===== config.mk =====
export PLATFORM = sky130hd
export DESIGN_NAME = bmbd_fifo
export DESIGN_NICKNAME = d
export VERILOG_FILES = /design/src/bmbd_pkg.sv /design/src/bmbd_fifo.sv
export SDC_FILE = /design/constraint.sdc
export NUM_CORES = 1
export LEC_CHECK = 0
export BUFFER_PORTS_ARGS = -buffer_cell sky130_fd_sc_hd__buf_2
export CELL_PAD_IN_SITES_DETAIL_PLACEMENT = 0
export CELL_PAD_IN_SITES_GLOBAL_PLACEMENT = 2
export CORE_MARGIN = 4
export CORE_UTILIZATION = 29
export DETAILED_ROUTE_END_ITERATION = 16
export PLACE_DENSITY = 0.71
export RECOVER_POWER = 25
export REMOVE_ABC_BUFFERS = 1
export SETUP_SLACK_MARGIN = 0.4
export SYNTH_ARGS = -nofsm -noshare
export SYNTH_HDL_FRONTEND = slang
export SYNTH_SLANG_ARGS = --single-unit

===== constraint.sdc =====
create_clock -name i_clk -period 4.6 [get_ports i_clk]
set_clock_uncertainty 0.1 [all_clocks]
set_input_delay 0.92 -clock i_clk [delete_from_list [all_inputs] [get_ports i_clk]]
set_output_delay 0.92 -clock i_clk [all_outputs]
set_load 0.02 [all_outputs]

===== src/bmbd_pkg.sv =====
// ============================================================================
// Banked memory bus decoder package
// Shared sizes, address map constants, route and target codes, and the
// decoded command that travels from the front end to the back end.
// ============================================================================
package bmbd_pkg;

    localparam int VIDEO_BANKS = 2;
    localparam int WORK_BANKS  = 8;

    localparam int VBANK_SIZE = 'h2000;
    localparam int WBANK_SIZE = 'h1000;
    localparam int VOFF_W     = $clog2(VBANK_SIZE);
    localparam int WOFF_W     = $clog2(WBANK_SIZE);

    localparam int VRAM_DEPTH = VIDEO_BANKS * VBANK_SIZE;
    localparam int VRAM_AW    = $clog2(VRAM_DEPTH);
    localparam int WRAM_DEPTH = WORK_BANKS * WBANK_SIZE;
    localparam int WRAM_AW    = $clog2(WRAM_DEPTH);
    localparam int OAM_DEPTH  = 160;
    localparam int OAM_AW     = $clog2(OAM_DEPTH);
    localparam int IO_DEPTH   = 128;
    localparam int IO_AW      = $clog2(IO_DEPTH);
    localparam int HRAM_DEPTH = 127;
    localparam int HRAM_AW    = $clog2(HRAM_DEPTH);
    localparam int IDX_W      = (VRAM_AW > WRAM_AW) ? VRAM_AW : WRAM_AW;

    localparam int QUEUE_DEPTH = 2;

    // Address map boundaries.
    localparam logic [15:0] A_VRAM   = 16'h8000;
    localparam logic [15:0] A_XRAM   = 16'hA000;
    localparam logic [15:0] A_WRAM   = 16'hC000;
    localparam logic [15:0] A_OAM    = 16'hFE00;
    localparam logic [15:0] A_UNUSED = 16'hFEA0;
    localparam logic [15:0] A_IO     = 16'hFF00;
    localparam logic [15:0] A_HRAM   = 16'hFF80;
    localparam logic [15:0] A_IE     = 16'hFFFF;

    // IO register addresses.
    localparam logic [15:0] A_JOYP    = 16'hFF00;
    localparam logic [15:0] A_DIV     = 16'hFF04;
    localparam logic [15:0] A_AUD_LO  = 16'hFF10;
    localparam logic [15:0] A_AUD_HI  = 16'hFF3F;
    localparam logic [15:0] A_LY      = 16'hFF44;
    localparam logic [15:0] A_DMA     = 16'hFF46;
    localparam logic [15:0] A_VBK     = 16'hFF4F;
    localparam logic [15:0] A_HDMA    = 16'hFF55;
    localparam logic [15:0] A_PAL_LO  = 16'hFF68;
    localparam logic [15:0] A_PAL_HI  = 16'hFF6B;
    localparam logic [15:0] A_SVBK    = 16'hFF70;

    typedef enum logic [2:0] {
        RT_LOCAL   = 3'd0,
        RT_CART    = 3'd1,
        RT_AUDIO   = 3'd2,
        RT_PALETTE = 3'd3,
        RT_OAMDMA  = 3'd4,
        RT_HDMA    = 3'd5
    } t_route;

    typedef enum logic [2:0] {
        T_NONE = 3'd0,
        T_VRAM = 3'd1,
        T_WRAM = 3'd2,
        T_OAM  = 3'd3,
        T_IO   = 3'd4,
        T_HRAM = 3'd5,
        T_IE   = 3'd6
    } t_target;

    typedef struct packed {
        t_target            target;
        logic               wr;
        logic [IDX_W-1:0]   idx;
        logic [7:0]         data;
        t_route             route;
        logic [15:0]        fwd_addr;
        logic [7:0]         fwd_data;
    } t_cmd;

    // Bank actually used by the switchable work RAM window. The raw value is
    // reduced modulo the bank count, and bank zero maps to bank one.
    function automatic logic [2:0] work_bank_sel(input logic [2:0] raw);
        logic [3:0] b;
        b = {1'b0, raw};
        for (int k = 0; k < 4; k++) begin
            if (b >= 4'(WORK_BANKS)) begin
                b = b - 4'(WORK_BANKS);
            end
        end
        if (b == 4'd0) begin
            b = 4'd1;
        end
        return b[2:0];
    endfunction

    function automatic logic video_bank_sel(input logic raw);
        return (VIDEO_BANKS > 1) ? raw : 1'b0;
    endfunction

endpackage


===== src/bmbd_fifo.sv =====
// ============================================================================
// Banked memory bus decoder command queue
// Short queue of decoded commands between the front and back ends.
// ============================================================================
module bmbd_fifo (
    input  logic           i_clk,
    input  logic           i_rst_n,
    input  logic           i_push,
    input  bmbd_pkg::t_cmd i_cmd,
    input  logic           i_pop,
    output logic           o_full,
    output logic           o_avail,
    output bmbd_pkg::t_cmd o_cmd
);
    import bmbd_pkg::*;

    localparam int PTR_W = (QUEUE_DEPTH > 1) ? $clog2(QUEUE_DEPTH) : 1;
    localparam int CNT_W = $clog2(QUEUE_DEPTH + 1);

    t_cmd             r_slot [QUEUE_DEPTH];
    logic [PTR_W-1:0] r_wptr;
    logic [PTR_W-1:0] r_rptr;
    logic [CNT_W-1:0] r_count;

    function automatic logic [PTR_W-1:0] ptr_inc(input logic [PTR_W-1:0] p);
        return (p == PTR_W'(QUEUE_DEPTH - 1)) ? '0 : p + PTR_W'(1);
    endfunction

    assign o_full  = (r_count == CNT_W'(QUEUE_DEPTH));
    assign o_avail = (r_count != '0);
    assign o_cmd   = r_slot[r_rptr];

    always_ff @(posedge i_clk) begin
        if (i_push) begin
            r_slot[r_wptr] <= i_cmd;
        end
    end

    always_ff @(posedge i_clk) begin
        if (!i_rst_n) begin
            r_wptr  <= '0;
            r_rptr  <= '0;
            r_count <= '0;
        end else begin
            if (i_push) begin
                r_wptr <= ptr_inc(r_wptr);
            end
            if (i_pop) begin
                r_rptr <= ptr_inc(r_rptr);
            end
            if (i_push && !i_pop) begin
                r_count <= r_count + CNT_W'(1);
            end else if (!i_push && i_pop) begin
                r_count <= r_count - CNT_W'(1);
            end
        end
    end

endmodule


# Word level (Yosys, flattened, before mapping)
# Memory sizes are Yosys's and may differ from the RTL's. A register that Yosys moved wholly into a read port is not among the register bits.
# Cells that the tools add are included.
dict set report word_totals {
  memories 1
  inputBits 58
  ramBits 108
  word_cells 23
  register_bits 4
  out_inout_bits 56
}
# memory depth width read_ports rd_clocked_by_memory_dff wr line
set memory_table {}
lappend memory_table {r_slot 2 54 1 1 1 bmbd_fifo.sv:20} ;# t_cmd r_slot [QUEUE_DEPTH];
dict set report op_classes {
  n_addsub 4
  n_eq_ne 1
  n_reduce_logical 6
  mux 8
}
# cell count
set ops {}
lappend ops {{1-bit 2-to-1 mux} 6}
lappend ops {{2-bit 2-to-1 mux} 2}
lappend ops {{2-bit nonzero test} 2}
lappend ops {{1-bit adder, second input constant} 2}
lappend ops {{2-bit by 1-bit adder with 2-bit output, second input constant} 1}
lappend ops {{2-bit == test, second input constant} 1}
lappend ops {{1-bit logical AND} 2}
lappend ops {{1-bit zero test} 2}
lappend ops {{2-bit by 1-bit subtractor with 2-bit output, second input constant} 1}

# Longest topological paths before layout
dict set report depth {
  depth_word 4
  depth_mapped 5
  mapped_depth_nobuf 5
}

# Worst setup path after synthesis
# Ideal clock, no wire load.
dict set report synth_timing {
  path_type {input to register}
  startpoint {input port i_push}
  endpoint {memory r_slot[0][0] (netlist bit) (enable)}
  setup_ns 0.473
  arrival_ns 3.338
  path_slack_ns 0.688
  stages 1
  required_ns 4.027
  path_cell_list {nor2b_1}
}
dict set report synth_via {
  elab_chain_len 2
}
# item line
set synth_rtl {}
lappend synth_rtl {{start, declared} bmbd_fifo.sv:8} ;# input logic i_push,
lappend synth_rtl {{1-bit 2-to-1 mux} bmbd_fifo.sv:34} ;# if (i_push) begin
lappend synth_rtl {{1-bit 2-to-1 mux (implied by the code)} bmbd_fifo.sv:35} ;# r_slot[r_wptr] <= i_cmd;
lappend synth_rtl {{end, declared} bmbd_fifo.sv:20}
# Every way passes these cells.

==> reports/results.tsv <==
stage	metric	value	unit
cts	TritonCTS clock tree	yes	
cts	H-Tree Depth	4	
worst_setup_path	WP buf/inv	2	
hold_path	Hold WC Path Type	reg2reg	
drt	via count	2134	
flow_run	Max Cap Viol	0	
sta	hold slack	0.414	ns
layout	most common cell after layout, fill and taps aside	edfxtp_1	
outcome	outcome	complete, no violations	
global_route	vias in the first global route	2333	
layout	area taken by multi-input logic gates	734	sq um
logic_synthesis	number of synthesized register bits	113	
logic_synthesis	post-synthesis cell type count	17	
layout	most frequent cells in the layout	edfxtp_1 (108), buf_2 (93), mux2_2 (54)	
logic_synthesis	Synth Cell Area	0.00413	sq mm
power_and_ir_drop	Gate power share	9.1	%
sta	post-layout min period	3.29	ns
global_route	GR Layer Usage met3	5.18	%
layout	register area	0.00334	sq mm
layout	Area Growth Syn to Fin	32.9	%
global_route	Total Routing Usage GR	10.2	%
drt	DRT iter0 DRCs	86	
sta	Final Hold Vio Count	0	
global_route	first-pass GRT wire length	12300	microns
logic_synthesis	Syn Area/Cell	21.8	sq um
floorplan	Die ar.	0.0162	sq mm
worst_setup_path	Crit Path Class	reg2out	
sta	fin crit share	71.5	%
power_and_ir_drop	sequential share of power	42.7	%
sta	Slew Limit Fails	0	
logic_synthesis	Synth area leaders	edfxtp_1 (78%), mux2_2 (15%), dfxtp_1 (2.4%)	
floorplan	Ports	114	
logic_synthesis	synth warn	0	
floorplan	Initial Util	29.7	%
worst_setup_path	worst r2r src	r_wptr	
drt	TritonRoute pass-1 iters	4	
global_route	gr ovfl total	0	
place	Setup WS pre-CTS	1.65	ns
worst_setup_path	Crit path required time	3.58	ns
hold_path	Hold Startpoint	r_count[1]	
global_route	grt met2 use	15.7	%
cts	worst skew pair latency	0.40	ns
sta	Max Fclk	0.304	GHz
worst_setup_path	CP max-delay cell	dfxtp_2	
worst_setup_path	crit-path max cell delay	0.90	ns
power_and_ir_drop	Lkg Pwr	2.03	nW
layout	Ant. Diodes	0	
logic_synthesis	Synth area leader	edfxtp_1	
sta	Final Worst Setup Slack	1.31	ns
place	Post-DP HPWL	5180	microns
floorplan	Die W	127	microns
logic_synthesis	share of the synthesized area in the top cell type	78.5	%
global_route	largest net degree at the start of global routing	44	
cts	post-CTS setup buffers	0	
layout	Fillers	1295	
drt	Antenna Nets Post-Route	0	
worst_setup_path	startpoint class of the critical path	register	
power_and_ir_drop	Sw Share	20.9	%
sta	Tightest Pin Transition	1.11	ns
power_and_ir_drop	Pint	2.25	mW
cts	post-CTS sizing	0	
power_and_ir_drop	Clock power frac	48.2	%
place	Final Wtd Congestion	0.664	
worst_setup_path	crit-path cells	buf_4 > mux2_2 > buf_2	
cts	Num Clock Sinks	113	
cts	CTS Buffer Depth	2	
worst_setup_path	worst path arrival time	2.27	ns
layout	final net count	378	
floorplan	core footprint	0.0139	sq mm
power_and_ir_drop	overall power	2.85	mW
logic_synthesis	Gate Count Post-Synth	190	
place	port buffer count	113	
drt	DRC violations left	0	
global_route	grt peak-use layer	met2	
power_and_ir_drop	VDD IR max	0.000213	V
cts	CTS Root Cell	clkbuf_16	
cts	Clk pin slew, worst setup/hold paths	0.05	ns
worst_setup_path	nature of the critical path endpoint	primary output	
sta	Worst slew margin	25.8	%
worst_setup_path	Crit path max-delay family	flip-flops	
logic_synthesis	register area share after synthesis	80.9	%
sta	Final setup viols	0	
sta	RSZ-0062 raised after global routing	no	
power_and_ir_drop	NetSw	596	uW
floorplan	Die Ht	127	microns
cts	total CTS buffers	17	
global_route	initial antenna violation count	0	
cts	hold_buf cts	0	
drt	DRT Wirelength	7890	microns
sta	Final TNS setup	0	ns
worst_setup_path	CP Max Fanout	35	
floorplan	row cnt	43	
drt	vias per std cell	4.17	
power_and_ir_drop	Cell Pwr Density	518	mW/mm^2
global_route	grt met1 use	12.1	%
layout	fraction of layout cells with a size suffix above 1	54.8	%
drt	drt wl/cell	15.4	microns
## final cells by class
cell class,count,area share [%]
Timing Repair Buffer,116,10.2
Tap cell,180,4.10
Clock buffer,19,7.88
Multi-Input combinational cell,70,13.4
Sequential cell,113,60.9
Inverter,1,0.0683
Clock inverter,13,3.48
## cell usage after synthesis
library cell	n
o21a_1	1
inv_1	1
a21boi_1	1
buf_6	5
ha_1	1
dfxtp_1	5
xnor2_1	1
nor2b_1	2
or3_1	1
edfxtp_1	108
or2_2	1
and2_1	4
and2b_2	1
xor2_1	2
mux2_2	54
o21ai_0	1
buf_2	1
## worst reg2reg max path: cells and delay by family (launching register included)
kind / cells / cell delay, ns
AND/OR/NAND/NOR: 1 / 0.91
buffers and inverters: 1 / 0.39
flip-flops: 1 / 0.38
## routing by layer
| layer | wire (microns) | part of all wire (%) | vias to the layer above |
|---|---|---|---|
| met5 | 0 | 0 | - |
| met4 | 132 | 1.7 | 0 |
| met3 | 601 | 7.6 | 8 |
| met2 | 3850 | 49 | 74 |
| met1 | 3300 | 42 | 1047 |
| li1 | - | - | 1005 |
## sequential cells by signal, indices dropped and copies added (netlist names), named ones only
name	count
r_rptr	1
r_wptr	1
r_count	2
r_slot	108
## final timing paths
| path | to | slack, ns | depth (start not counted) |
|---|---|---|---|
| setup / recovery | o_cmd[52] | 1.31 | 3 |
| hold / removal | r_count[1] | 0.41 | 2 |
| setup reg to reg | r_slot[1][14] | 2.51 | 2 |
| hold reg to reg | r_count[1] | 0.41 | 2 |
## cell families after synthesis
group,count (synthesis),share of synthesized area [%]
fa+ha+maj,1,0.303
flops,113,80.9
xor+xnor,3,0.636
compound gates,3,0.484
buf+inv,7,1.57
simple gates,9,1.42
mux,54,14.7
## power groups by stage
stage | clock, mW | combinational (mW) | sequential (mW)
floorplan | 0 | 0.161 | 1.23
global placement | 0 | 0.264 | 1.23
detailed placement | 0 | 0.266 | 1.24
CTS | 1.41 | 0.268 | 1.22
global route | 1.46 | 0.281 | 1.22
finish | 1.37 | 0.258 | 1.22
## stage by stage
step | util [%] | area [sq um] | cells
after floorplan | - | 4070 | 184
after global placement | 35.1 | 4900 | 480
after detailed placement | 35.1 | 4900 | 480
after CTS | 39.6 | 5520 | 512
after global routing | 39.4 | 5500 | 512
final | 39.4 | 5500 | 512
Note: power is estimated with default switching activity, not from simulation.
