### src/bmbd_pkg.sv
// ============================================================================
// Banked memory bus decoder package
// Shared sizes, address map constants, route and target codes, and the
// decoded command that travels from the front end to the back end.
// ============================================================================
package bmbd_pkg;

    localparam int VIDEO_BANKS = 2;
    localparam int WORK_BANKS  = 8;

    localparam int VBANK_SIZE = 'h2000;
    localparam int WBANK_SIZE = 'h1000;
    localparam int VOFF_W     = $clog2(VBANK_SIZE);
    localparam int WOFF_W     = $clog2(WBANK_SIZE);

    localparam int VRAM_DEPTH = VIDEO_BANKS * VBANK_SIZE;
    localparam int VRAM_AW    = $clog2(VRAM_DEPTH);
    localparam int WRAM_DEPTH = WORK_BANKS * WBANK_SIZE;
    localparam int WRAM_AW    = $clog2(WRAM_DEPTH);
    localparam int OAM_DEPTH  = 160;
    localparam int OAM_AW     = $clog2(OAM_DEPTH);
    localparam int IO_DEPTH   = 128;
    localparam int IO_AW      = $clog2(IO_DEPTH);
    localparam int HRAM_DEPTH = 127;
    localparam int HRAM_AW    = $clog2(HRAM_DEPTH);
    localparam int IDX_W      = (VRAM_AW > WRAM_AW) ? VRAM_AW : WRAM_AW;

    localparam int QUEUE_DEPTH = 2;

    // Address map boundaries.
    localparam logic [15:0] A_VRAM   = 16'h8000;
    localparam logic [15:0] A_XRAM   = 16'hA000;
    localparam logic [15:0] A_WRAM   = 16'hC000;
    localparam logic [15:0] A_OAM    = 16'hFE00;
    localparam logic [15:0] A_UNUSED = 16'hFEA0;
    localparam logic [15:0] A_IO     = 16'hFF00;
    localparam logic [15:0] A_HRAM   = 16'hFF80;
    localparam logic [15:0] A_IE     = 16'hFFFF;

    // IO register addresses.
    localparam logic [15:0] A_JOYP    = 16'hFF00;
    localparam logic [15:0] A_DIV     = 16'hFF04;
    localparam logic [15:0] A_AUD_LO  = 16'hFF10;
    localparam logic [15:0] A_AUD_HI  = 16'hFF3F;
    localparam logic [15:0] A_LY      = 16'hFF44;
    localparam logic [15:0] A_DMA     = 16'hFF46;
    localparam logic [15:0] A_VBK     = 16'hFF4F;
    localparam logic [15:0] A_HDMA    = 16'hFF55;
    localparam logic [15:0] A_PAL_LO  = 16'hFF68;
    localparam logic [15:0] A_PAL_HI  = 16'hFF6B;
    localparam logic [15:0] A_SVBK    = 16'hFF70;

    typedef enum logic [2:0] {
        RT_LOCAL   = 3'd0,
        RT_CART    = 3'd1,
        RT_AUDIO   = 3'd2,
        RT_PALETTE = 3'd3,
        RT_OAMDMA  = 3'd4,
        RT_HDMA    = 3'd5
    } t_route;

    typedef enum logic [2:0] {
        T_NONE = 3'd0,
        T_VRAM = 3'd1,
        T_WRAM = 3'd2,
        T_OAM  = 3'd3,
        T_IO   = 3'd4,
        T_HRAM = 3'd5,
        T_IE   = 3'd6
    } t_target;

    typedef struct packed {
        t_target            target;
        logic               wr;
        logic [IDX_W-1:0]   idx;
        logic [7:0]         data;
        t_route             route;
        logic [15:0]        fwd_addr;
        logic [7:0]         fwd_data;
    } t_cmd;

    // Bank actually used by the switchable work RAM window. The raw value is
    // reduced modulo the bank count, and bank zero maps to bank one.
    function automatic logic [2:0] work_bank_sel(input logic [2:0] raw);
        logic [3:0] b;
        b = {1'b0, raw};
        for (int k = 0; k < 4; k++) begin
            if (b >= 4'(WORK_BANKS)) begin
                b = b - 4'(WORK_BANKS);
            end
        end
        if (b == 4'd0) begin
            b = 4'd1;
        end
        return b[2:0];
    endfunction

    function automatic logic video_bank_sel(input logic raw);
        return (VIDEO_BANKS > 1) ? raw : 1'b0;
    endfunction

endpackage

### src/bmbd_ifs.sv
// ============================================================================
// Banked memory bus decoder channels
// Valid/ready channels for bus access beats and result beats.
// ============================================================================
interface bmbd_req_if;
    logic        valid;
    logic        ready;
    logic        operation;
    logic [15:0] address;
    logic [7:0]  write_data;
    logic [7:0]  joypad_state;

    modport source (output valid, output operation, output address,
                    output write_data, output joypad_state, input ready);
    modport sink   (input valid, input operation, input address,
                    input write_data, input joypad_state, output ready);
endinterface


### src/bmbd_front.sv
// ============================================================================
// Banked memory bus decoder front end
// Accepts access beats, decodes the address map and the bank registers,
// and pushes one decoded command per beat into the queue.
// ============================================================================
module bmbd_front (
    input  logic          i_clk,
    input  logic          i_rst_n,
    bmbd_req_if.sink      i_req,
    input  logic          i_full,
    output logic          o_push,
    output bmbd_pkg::t_cmd o_cmd
);
    import bmbd_pkg::*;

    logic [15:0] a;
    logic        wr;
    logic [7:0]  v;
    logic        r_vbank;
    logic        n_vbank;
    logic [2:0]  r_wbank;
    logic [2:0]  n_wbank;
    t_cmd        c;
    logic        is_audio;
    logic [2:0]  wbank_use;

    assign a  = i_req.address;
    assign wr = i_req.operation;
    assign v  = i_req.write_data;

    assign is_audio  = (a >= A_AUD_LO) && (a <= A_AUD_HI);
    assign wbank_use = a[WOFF_W] ? r_wbank : 3'd0;

    always_comb begin
        c          = '0;
        c.target   = T_NONE;
        c.route    = RT_LOCAL;
        c.wr       = wr;
        c.data     = v;
        n_vbank    = r_vbank;
        n_wbank    = r_wbank;
        priority if (a < A_VRAM || (a >= A_XRAM && a < A_WRAM)) begin
            c.route = RT_CART;
        end else if (a < A_XRAM) begin
            c.target = T_VRAM;
            c.idx    = IDX_W'({r_vbank, a[VOFF_W-1:0]});
        end else if (a < A_OAM) begin
            // The echo region shares the offset bits, so both windows map alike.
            c.target = T_WRAM;
            c.idx    = IDX_W'({wbank_use, a[WOFF_W-1:0]});
        end else if (a < A_UNUSED) begin
            c.target = T_OAM;
            c.idx    = IDX_W'(a[OAM_AW-1:0]);
        end else if (a < A_IO) begin
            c.target = T_NONE;
        end else if (a < A_HRAM) begin
            c.idx = IDX_W'(a[IO_AW-1:0]);
            if (!wr) begin
                if (is_audio) begin
                    c.route = RT_AUDIO;
                end else begin
                    c.target = T_IO;
                end
            end else begin
                c.target = T_IO;
                priority if (a == A_DIV || a == A_LY) begin
                    c.data = 8'h00;
                end else if (a == A_DMA) begin
                    c.route = RT_OAMDMA;
                end else if (a == A_JOYP) begin
                    c.data = i_req.joypad_state;
                end else if (is_audio) begin
                    c.route = RT_AUDIO;
                end else if (a == A_VBK) begin
                    n_vbank = video_bank_sel(v[0]);
                end else if (a == A_SVBK) begin
                    n_wbank = work_bank_sel(v[2:0]);
                end else if (a >= A_PAL_LO && a <= A_PAL_HI) begin
                    c.route = RT_PALETTE;
                end else if (a == A_HDMA) begin
                    c.route = RT_HDMA;
                end else begin
                    c.data = v;
                end
            end
        end else if (a < A_IE) begin
            c.target = T_HRAM;
            c.idx    = IDX_W'(a[HRAM_AW-1:0]);
        end else begin
            c.target = T_IE;
        end
        if (c.route != RT_LOCAL) begin
            c.fwd_addr = a;
            c.fwd_data = wr ? v : 8'h00;
        end
    end

    assign i_req.ready = !i_full;
    assign o_push      = i_req.valid && !i_full;
    assign o_cmd       = c;

    // Bank registers live here so that later beats decode with the bank that
    // earlier beats selected, in bus order.
    always_ff @(posedge i_clk) begin
        if (!i_rst_n) begin
            r_vbank <= 1'b0;
            r_wbank <= work_bank_sel(3'd0);
        end else if (o_push) begin
            r_vbank <= n_vbank;
            r_wbank <= n_wbank;
        end
    end

endmodule

### src/flat_wrapper.sv
// flat-port wrapper written by rule: the top's interface ports become plain ports
module bmbd_front_flat import bmbd_pkg::*;
  (i_clk, i_rst_n, i_full, o_push, o_cmd, i_req_valid, i_req_operation, i_req_address, i_req_write_data, i_req_joypad_state, i_req_ready);
  bmbd_req_if i_req_i ();
  input  logic i_clk;
  input  logic i_rst_n;
  input  logic i_full;
  output logic o_push;
  output bmbd_pkg::t_cmd o_cmd;
  input wire logic [$bits(i_req_i.valid)-1:0] i_req_valid;
  input wire logic [$bits(i_req_i.operation)-1:0] i_req_operation;
  input wire logic [$bits(i_req_i.address)-1:0] i_req_address;
  input wire logic [$bits(i_req_i.write_data)-1:0] i_req_write_data;
  input wire logic [$bits(i_req_i.joypad_state)-1:0] i_req_joypad_state;
  output wire logic [$bits(i_req_i.ready)-1:0] i_req_ready;
  assign i_req_i.valid = i_req_valid;
  assign i_req_i.operation = i_req_operation;
  assign i_req_i.address = i_req_address;
  assign i_req_i.write_data = i_req_write_data;
  assign i_req_i.joypad_state = i_req_joypad_state;
  assign i_req_ready = i_req_i.ready;
  bmbd_front u_core (.i_clk(i_clk), .i_rst_n(i_rst_n), .i_req(i_req_i), .i_full(i_full), .o_push(o_push), .o_cmd(o_cmd));
endmodule
### config.mk
export PLATFORM = sky130hd
export DESIGN_NAME = bmbd_front_flat
export DESIGN_NICKNAME = d
export VERILOG_FILES = /design/src/bmbd_pkg.sv /design/src/bmbd_ifs.sv /design/src/bmbd_front.sv /design/src/flat_wrapper.sv
export SDC_FILE = /design/constraint.sdc
export NUM_CORES = 1
export LEC_CHECK = 0
export ABC_CLOCK_PERIOD_IN_PS = 3850
export BUFFER_PORTS_ARGS = -buffer_cell sky130_fd_sc_hd__buf_2
export CAP_MARGIN = 20
export CORE_AREA = 5 5 71 73
export DETAILED_ROUTE_END_ITERATION = 10
export DIE_AREA = 0 0 76 78
export PLACE_DENSITY = 0.59
export SKIP_CTS_REPAIR_TIMING = 1
export SYNTH_ARGS = -nofsm -noshare
export SYNTH_HDL_FRONTEND = slang
export SYNTH_SLANG_ARGS = --single-unit
### constraint.sdc
create_clock -name i_clk -period 3.85 [get_ports i_clk]
set_clock_uncertainty 0.05 [all_clocks]
set_input_delay 0 -clock i_clk [delete_from_list [all_inputs] [get_ports i_clk]]
set_output_delay 0 -clock i_clk [all_outputs]
set_load 0.01 [all_outputs]
# --- Word-level counts from Yosys, hierarchy flattened ---
# Index checks and enable logic that the tools add are counted.
totals:
  ff_bits: 4
  output_inout_bits: 56
op_classes:
  n_lt_le_gt_ge: 13
  n_eq_ne: 7
  muxes: 39
  n_bitwise: 10
  n_reduce_logical: 11
ops:
  columns: ["op", "count"]
  rows:
  - ["less-than comparator 16 bit, second input constant", 8]
  - ["equality test 16 bit, second input constant", 7]
  - ["two-way mux 15 bit", 4]
  - ["two-way mux 3 bit", 20]
  - ["greater-or-equal comparator 16 bit, second input constant", 3]
  - ["two-way mux 11 bit", 4]
  - ["two-way mux 8 bit", 5]
  - ["<= comparator 16 bit, second input constant", 2]
  - ["two-way mux 26 bit", 1]
  - ["two-way mux 24 bit", 1]
  - ["two-way mux 23 bit", 1]
  - ["AND reduction 14 bit", 1]
  - ["AND reduction 13 bit", 1]
  - ["inverter 1 bit", 10]
  - ["two-way mux 7 bit", 1]
  - ["logical AND 1 bit", 4]
  - ["two-way mux 2 bit", 2]
  - ["logical NOT 3 bit", 1]
  - ["nonzero test 3 bit", 1]
  - ["logical OR 1 bit", 2]
  - ["logical NOT 1 bit", 1]

# --- Longest topological paths before layout ---
# Gate-level depths: netlist (run 1).
logic_depth:
  depth_word: 18
  mapped_depth: 6
  ltp_nobuf: 4

# --- Least setup slack after synthesis (run 1) ---
# OpenSTA, ideal clock, no wires.
synth_path:
  path_kind: "input -> output"
  start: "in i_req_address[0]"
  end: "out o_cmd[0] (netlist bit)"
  arrival_ns: 1.316
  slack_ns: 2.484
  stages: 5
  n_path_buf: 1
  cell_sequence: "or3b_1 a2111oi_2 o21ai_1 buf_2 a21oi_1"
synth_rtl:
  columns: ["element", "line", "rtl"]
  rows:
  - ["start: declaration", "flat_wrapper.sv:12", "input wire logic [$bits(i_req_i.address)-1:0] i_req_address;"]
  - ["end: declaration", "flat_wrapper.sv:9", "output bmbd_pkg::t_cmd o_cmd;"]

==> qor.yml, run 1 <==
placed_design:
  place_area_um2: 1520
  port_buffers: 92
  dp.cells: 296
  hpwl_um: 3620
  place_congestion: 0.761
  post-place-ws_ps: 1890
global_route:
  grt.total_usage_pct: 14.1
  antenna_found_initial: 0
  overflow: 0
  grt_pass1_vias: 1493
  grt_max_degree: 24
  grt_pass1_wl_um: 7230
critical_path:
  critPathSlowestCell: "nor4_2"
  cp_cell_sequence: "buf_2 -> nand3_1 -> nor4_2 -> o21ai_1 -> buf_4 -> a21oi_1 -> buf_2"
  cpMostUsedCell: "buf_2"
  crit_family: "simple AND/OR/NAND/NOR gates"
  critPathKind: "input pin to output port"
  critPathBufInv: 3
  critPathArrivalTime_ps: 1920
  cp.required_ps: 3800
  cp_max_fo: 12
  cp-end-kind: "output port"
  cp_slowest_stage_delay_ps: 530
  cp-start-kind: "input pin"
power:
  power_frac_comb_pct: 50.8
  p_clk_share_pct: 33.2
  sw_frac_of_total_pct: 37.1
  p_leak_nw: 0.776
  power_density_nw_per_um2: 166
  power.internal_mw: 0.165
  p_sw_mw: 0.0971
  share_seq_of_total_power_pct: 16.0
  ir_drop_mv: 0.0589
clock_network:
  cts_buffer_depth: 2
  clock_latency_ps: 210
  clock-sinks: 4
  root_buffer: "clkbuf_8"
  clk_pin_slew_ps: 30
  cts_tree: "done"
  cts-htree-levels: 1
  numCtsBuffers: 3
synth:
  ys_ff_latch: 4
  synth_area_leaders: "and3_1 (7.9%), a21oi_1 (7.7%), dfxtp_1 (7.7%), a21boi_1 (7.3%), o21ai_0 (4.8%)"
  yosys_warnings: 0
  synth_top_family_by_area: "simple AND/OR/NAND/NOR gates"
  yosys.area.top_type: "and3_1"
  yosysSeqAreaShare_pct: 7.75
  synth_top_area_share_pct: 7.87
  synth_compound_area_share_pct: 37.3
  synthXorXnorAreaFrac_pct: 0
  synthAdderAreaFrac_pct: 0
  synth_nets: 200
  synth_cells: 163
  synthMuxAreaShare_pct: 0
  syn_area_um2: 1030
  synth.avg_cell_area_um2: 6.34
  yosysUniqueCellTypes: 41
  synthSimpleGateAreaFrac_pct: 47.7
timing:
  period_needed_ps: 1970
  final_max_slew_viol_count: 0
  setup_tns_ps: 0
  worstMarginPinSlew_ps: 955
  fin_crit_sh_pct: 51.2
  fmax_mhz: 508
  slew_headroom_pct: 36.4
  hold_violations: 0
  finalSetupViolations: 0
  setup_ws_ps: 1880
  rsz0062_at_grt: "false"
detailed_routing:
  avgRoutedWirePerCell_um: 14.5
  remaining_drc_errors: 0
  wl_um: 4370
  first_iter_violations: 100
  first_pass_iters: 4
  vias: 1562
  ant_nets: 0
  vias_per_cell: 5.19
floorplan:
  die_h_um: 78
  initial_utilization_pct: 24.1
  top_level_ports: 93
  rows: 24
  floorplan.die.width_um: 76
  core_um2: 4290
  dieArea_um2: 5930
finish:
  final_cell_mix: "buf_2 (93), a21oi_1 (15), nand2_1 (13), and3_1 (13), nor2_1 (11)"
  stdcell_count: 301
  diodes: 0
  final_util_pct: 36.7
  synthToLayoutAreaGrowth_pct: 52.3
  fin_area_um2: 1570
  nets: 288
  drive_gt1_share_pct: 41.8
  layout_commonest_cell: "buf_2"
status:
  outcome: "completed"
min_path:
  holdCritPathClass: "input pin to flop"
job:
  cap_violations: 0
-- stage by stage --
step           hold slack [ps]  power, mW
6_report                  40.4      0.262
5_1_grt                   55.6      0.284
4_1_cts                  -66.3      0.264
3_5_place_dp               155      0.175
3_3_place_gp               159      0.174
2_1_floorplan            -6.49      0.109
-- path summary, 6_finish.rpt --
check	start	endpoint	slack, ps	cells after the start
setup / recovery	i_req_address[12]	o_cmd[22]	1880	7
hold / removal	i_req_write_data[1]	u_core.r_wbank[1]	40	3
setup reg to reg	u_core.r_wbank[0]	u_core.r_wbank[0]	3170	2
hold reg to reg	u_core.r_vbank	u_core.r_vbank	430	2
-- power by group through the flow --
| stage | logic [mW] | registers (mW) | clock network (mW) |
|---|---|---|---|
| after floorplan | 0.0672 | 0.0423 | 0 |
| after global placement | 0.132 | 0.0423 | 0 |
| after detailed placement | 0.132 | 0.0423 | 0 |
| after CTS | 0.133 | 0.0417 | 0.0896 |
| after global routing | 0.147 | 0.0417 | 0.0957 |
| final | 0.133 | 0.0418 | 0.0868 |
-- registers in the layout, summed over array words and instances (netlist names) --
name and count:
u_core.r_vbank 1, u_core.r_wbank 3
-- cells by family after synthesis --
kind of cell | count (synthesis)
buffers and inverters | 18
and+or+nand+nor | 84
DFF | 4
AOI/OAI and AO/OA | 57
-- cell usage after synthesis (all sizes together) --
library cell  number
a2111oi            1
a211o              1
a21boi            12
a21oi             16
a221o              4
a22o               1
a32o               2
and2               6
and3              13
and4               1
buf                4
clkbuf             8
dfxtp              4
inv                6
nand2             13
nand2b             3
nand3              6
nand3b             1
nand4              5
nand4bb            1
nor2              11
nor2b              3
nor3               7
nor4               5
nor4bb             1
o211a              1
o21a               3
o21ai             13
o31ai              1
o32ai              2
or2                1
or3                4
or3b               1
or4                2
-- tightest hold or removal path, stage by stage --
cell and delay (ps):
buf_2 120, nand3_1 70, a21oi_1 60
-- per-layer routing --
layer  wire length (um)  up-vias  track usage, %  part of all wire [%]
li1                   -      797               -                     -
met1               1900      710            17.6                    43
met2               2110       52            24.1                    48
met3                335        3            4.40                   7.7
met4                 21        0            2.14                  0.48
met5                  0        -               0                     0
-- area by class of cell --
type / count / area, um2
tap: 52 / 65.1
timing repair buffer: 95 / 483
fill: 489 / 2720
inverter: 6 / 22.5
clock buffer: 3 / 41.3
sequential: 4 / 80.1
multi-input combinational: 141 / 882
No activity file was read; power rests on OpenSTA's default activity.
==> run 2: changes to the inputs <==
Settings changed: ABC_CLOCK_PERIOD_IN_PS 3850 to 1800, PLACE_DENSITY 0.59 to 0.61.
Clock period 3.85 ns to 1.8 ns, I/O delays scaled along.
==> run 2 against run 1 <==
Core utilization increased by 1.5 points; largest cell class unchanged; via count is 2.1% higher; sequential power is 110% higher; critical endpoint is now o_cmd[5]; first-iteration DRC count rose by 11%; worst hold slack worse by 2.2 ps; sequential share of layout area shrank 0.19 points; global-route usage increased by 0.36 points; die area stayed put; flip-flop and latch count unchanged; clock power rose by 110%; wire length is 4.5% higher.
==> qor.yml, run 2 (synthesis results as in run 1) <==
critical_path:
  cpMostUsedCell: "buf_2"
  cp_slowest_stage_delay_ps: 420
  cp-start-kind: "input pin"
  cp.required_ps: 1750
  cp_max_fo: 12
  cp-end-kind: "output port"
  critPathKind: "input pin to output port"
  cp_cell_sequence: "buf_2 -> or3b_1 -> a2111oi_2 -> o21ai_1 -> buf_4 -> a21oi_1 -> buf_2"
  critPathArrivalTime_ps: 1620
  critPathSlowestCell: "a2111oi_2"
floorplan:
  rows: 24
  die_h_um: 78
  core_um2: 4290
  top_level_ports: 93
  initial_utilization_pct: 24.1
  dieArea_um2: 5930
  floorplan.die.width_um: 76
detailed_routing:
  vias: 1595
  first_iter_violations: 111
  wl_um: 4560
  avgRoutedWirePerCell_um: 14.8
  vias_per_cell: 5.18
  first_pass_iters: 4
  remaining_drc_errors: 0
  ant_nets: 0
clock_network:
  numCtsBuffers: 3
  cts-htree-levels: 1
  root_buffer: "clkbuf_8"
  cts_tree: "done"
  clock_latency_ps: 210
  clock-sinks: 4
  clk_pin_slew_ps: 30
  cts_buffer_depth: 2
finish:
  seq_area_um2: 80.1
  drive_gt1_share_pct: 43.4
  stdcell_count: 308
  diodes: 0
  largest_register: "u_core.r_wbank"
  synthToLayoutAreaGrowth_pct: 58.4
  fillers: 490
  layout_commonest_cell: "buf_2"
  nets: 295
  final_cell_mix: "buf_2 (92), a21oi_1 (15), nand2_1 (13), and3_1 (13), nor2_1 (11)"
  multiInputGateArea_um2: 890
  largest_reg_flops: 3
  top_regs: "u_core.r_wbank: 3 flops, u_core.r_vbank: 1 flops"
timing:
  rsz0062_at_grt: "false"
  final_max_slew_viol_count: 0
  fmax_mhz: 599
  finalSetupViolations: 0
  period_needed_ps: 1670
  worstMarginPinSlew_ps: 612
  slew_headroom_pct: 59.1
  setup_tns_ps: 0
  hold_violations: 0
  fin_crit_sh_pct: 92.7
global_route:
  grt_max_degree: 24
  antenna_found_initial: 0
  overflow: 0
  grt.total_usage_pct: 14.4
  grt_pass1_wl_um: 7320
  grt_pass1_vias: 1565
job:
  cap_violations: 0
power:
  p_leak_nw: 0.813
  ir_drop_mv: 0.180
  power_density_nw_per_um2: 350
  power.total_mw: 0.573
min_path:
  holdCritPathClass: "input pin to flop"
placed_design:
  dp.cells: 304
  place_congestion: 0.802
  port_buffers: 92
  hpwl_um: 3660
status:
  outcome: "completed"
run 2: cell types whose count changed in the layout (fill, tap and decap cells not counted), sizes merged:
cell | previous run | this run
buf | 94 | 101
run 2: layout make-up:
| type | instances | area share [%] |
|---|---|---|
| Sequential cell | 4 | 4.89 |
| Multi-Input combinational cell | 141 | 54.4 |
| Clock buffer | 3 | 2.52 |
| Tap cell | 52 | 3.98 |
| Timing Repair Buffer | 102 | 32.9 |
| Inverter | 6 | 1.38 |
run 2: worst max-delay path: cells and delay by family:
family                 cells  cell delay (ps)
AO/OA/AOI/OAI              3              730
AND/OR/NAND/NOR            1              390
buffers and inverters      3              500
run 2: path summary, 6_finish.rpt:
check                            from           endpoint  slack (ps)  depth (start not counted)
setup reg to reg    u_core.r_wbank[0]  u_core.r_wbank[0]        1110                          2
setup / recovery     i_req_address[0]           o_cmd[5]         130                          7
hold reg to reg     u_core.r_wbank[2]  u_core.r_wbank[2]         430                          2
hold / removal    i_req_write_data[1]  u_core.r_wbank[1]          40                          3
run 2: per-stage QoR:
stage / hold slack, ps / instance area [um2] / utilization (%) / setup slack [ps]
2_1_floorplan: -6.49 / 1030 / - / 434
3_3_place_gp: 162 / 1580 / 36.7 / 130
3_5_place_dp: 157 / 1580 / 36.7 / 115
4_1_cts: -64.7 / 1620 / 37.7 / 114
5_1_grt: 68.0 / 1640 / 38.1 / 13.5
6_report: 38.3 / 1640 / 38.1 / 131
run 2: where the power goes:
| group | switching, mW | internal [mW] | leakage, nW |
|---|---|---|---|
| clock network | 0.0437 | 0.142 | 0.0216 |
| logic | 0.169 | 0.128 | 0.759 |
| registers | 0.000000109 | 0.0893 | 0.0322 |
| total | 0.213 | 0.360 | 0.813 |
run 2: metal layers:
layer / global-route usage (%) / vias to the layer above / part of all wire, %
met5: 0 / - / 0
met4: 4.27 / 0 / 0.53
met3: 4.63 / 3 / 9.1
met2: 23.7 / 73 / 46
met1: 17.9 / 713 / 44
li1: - / 806 / -
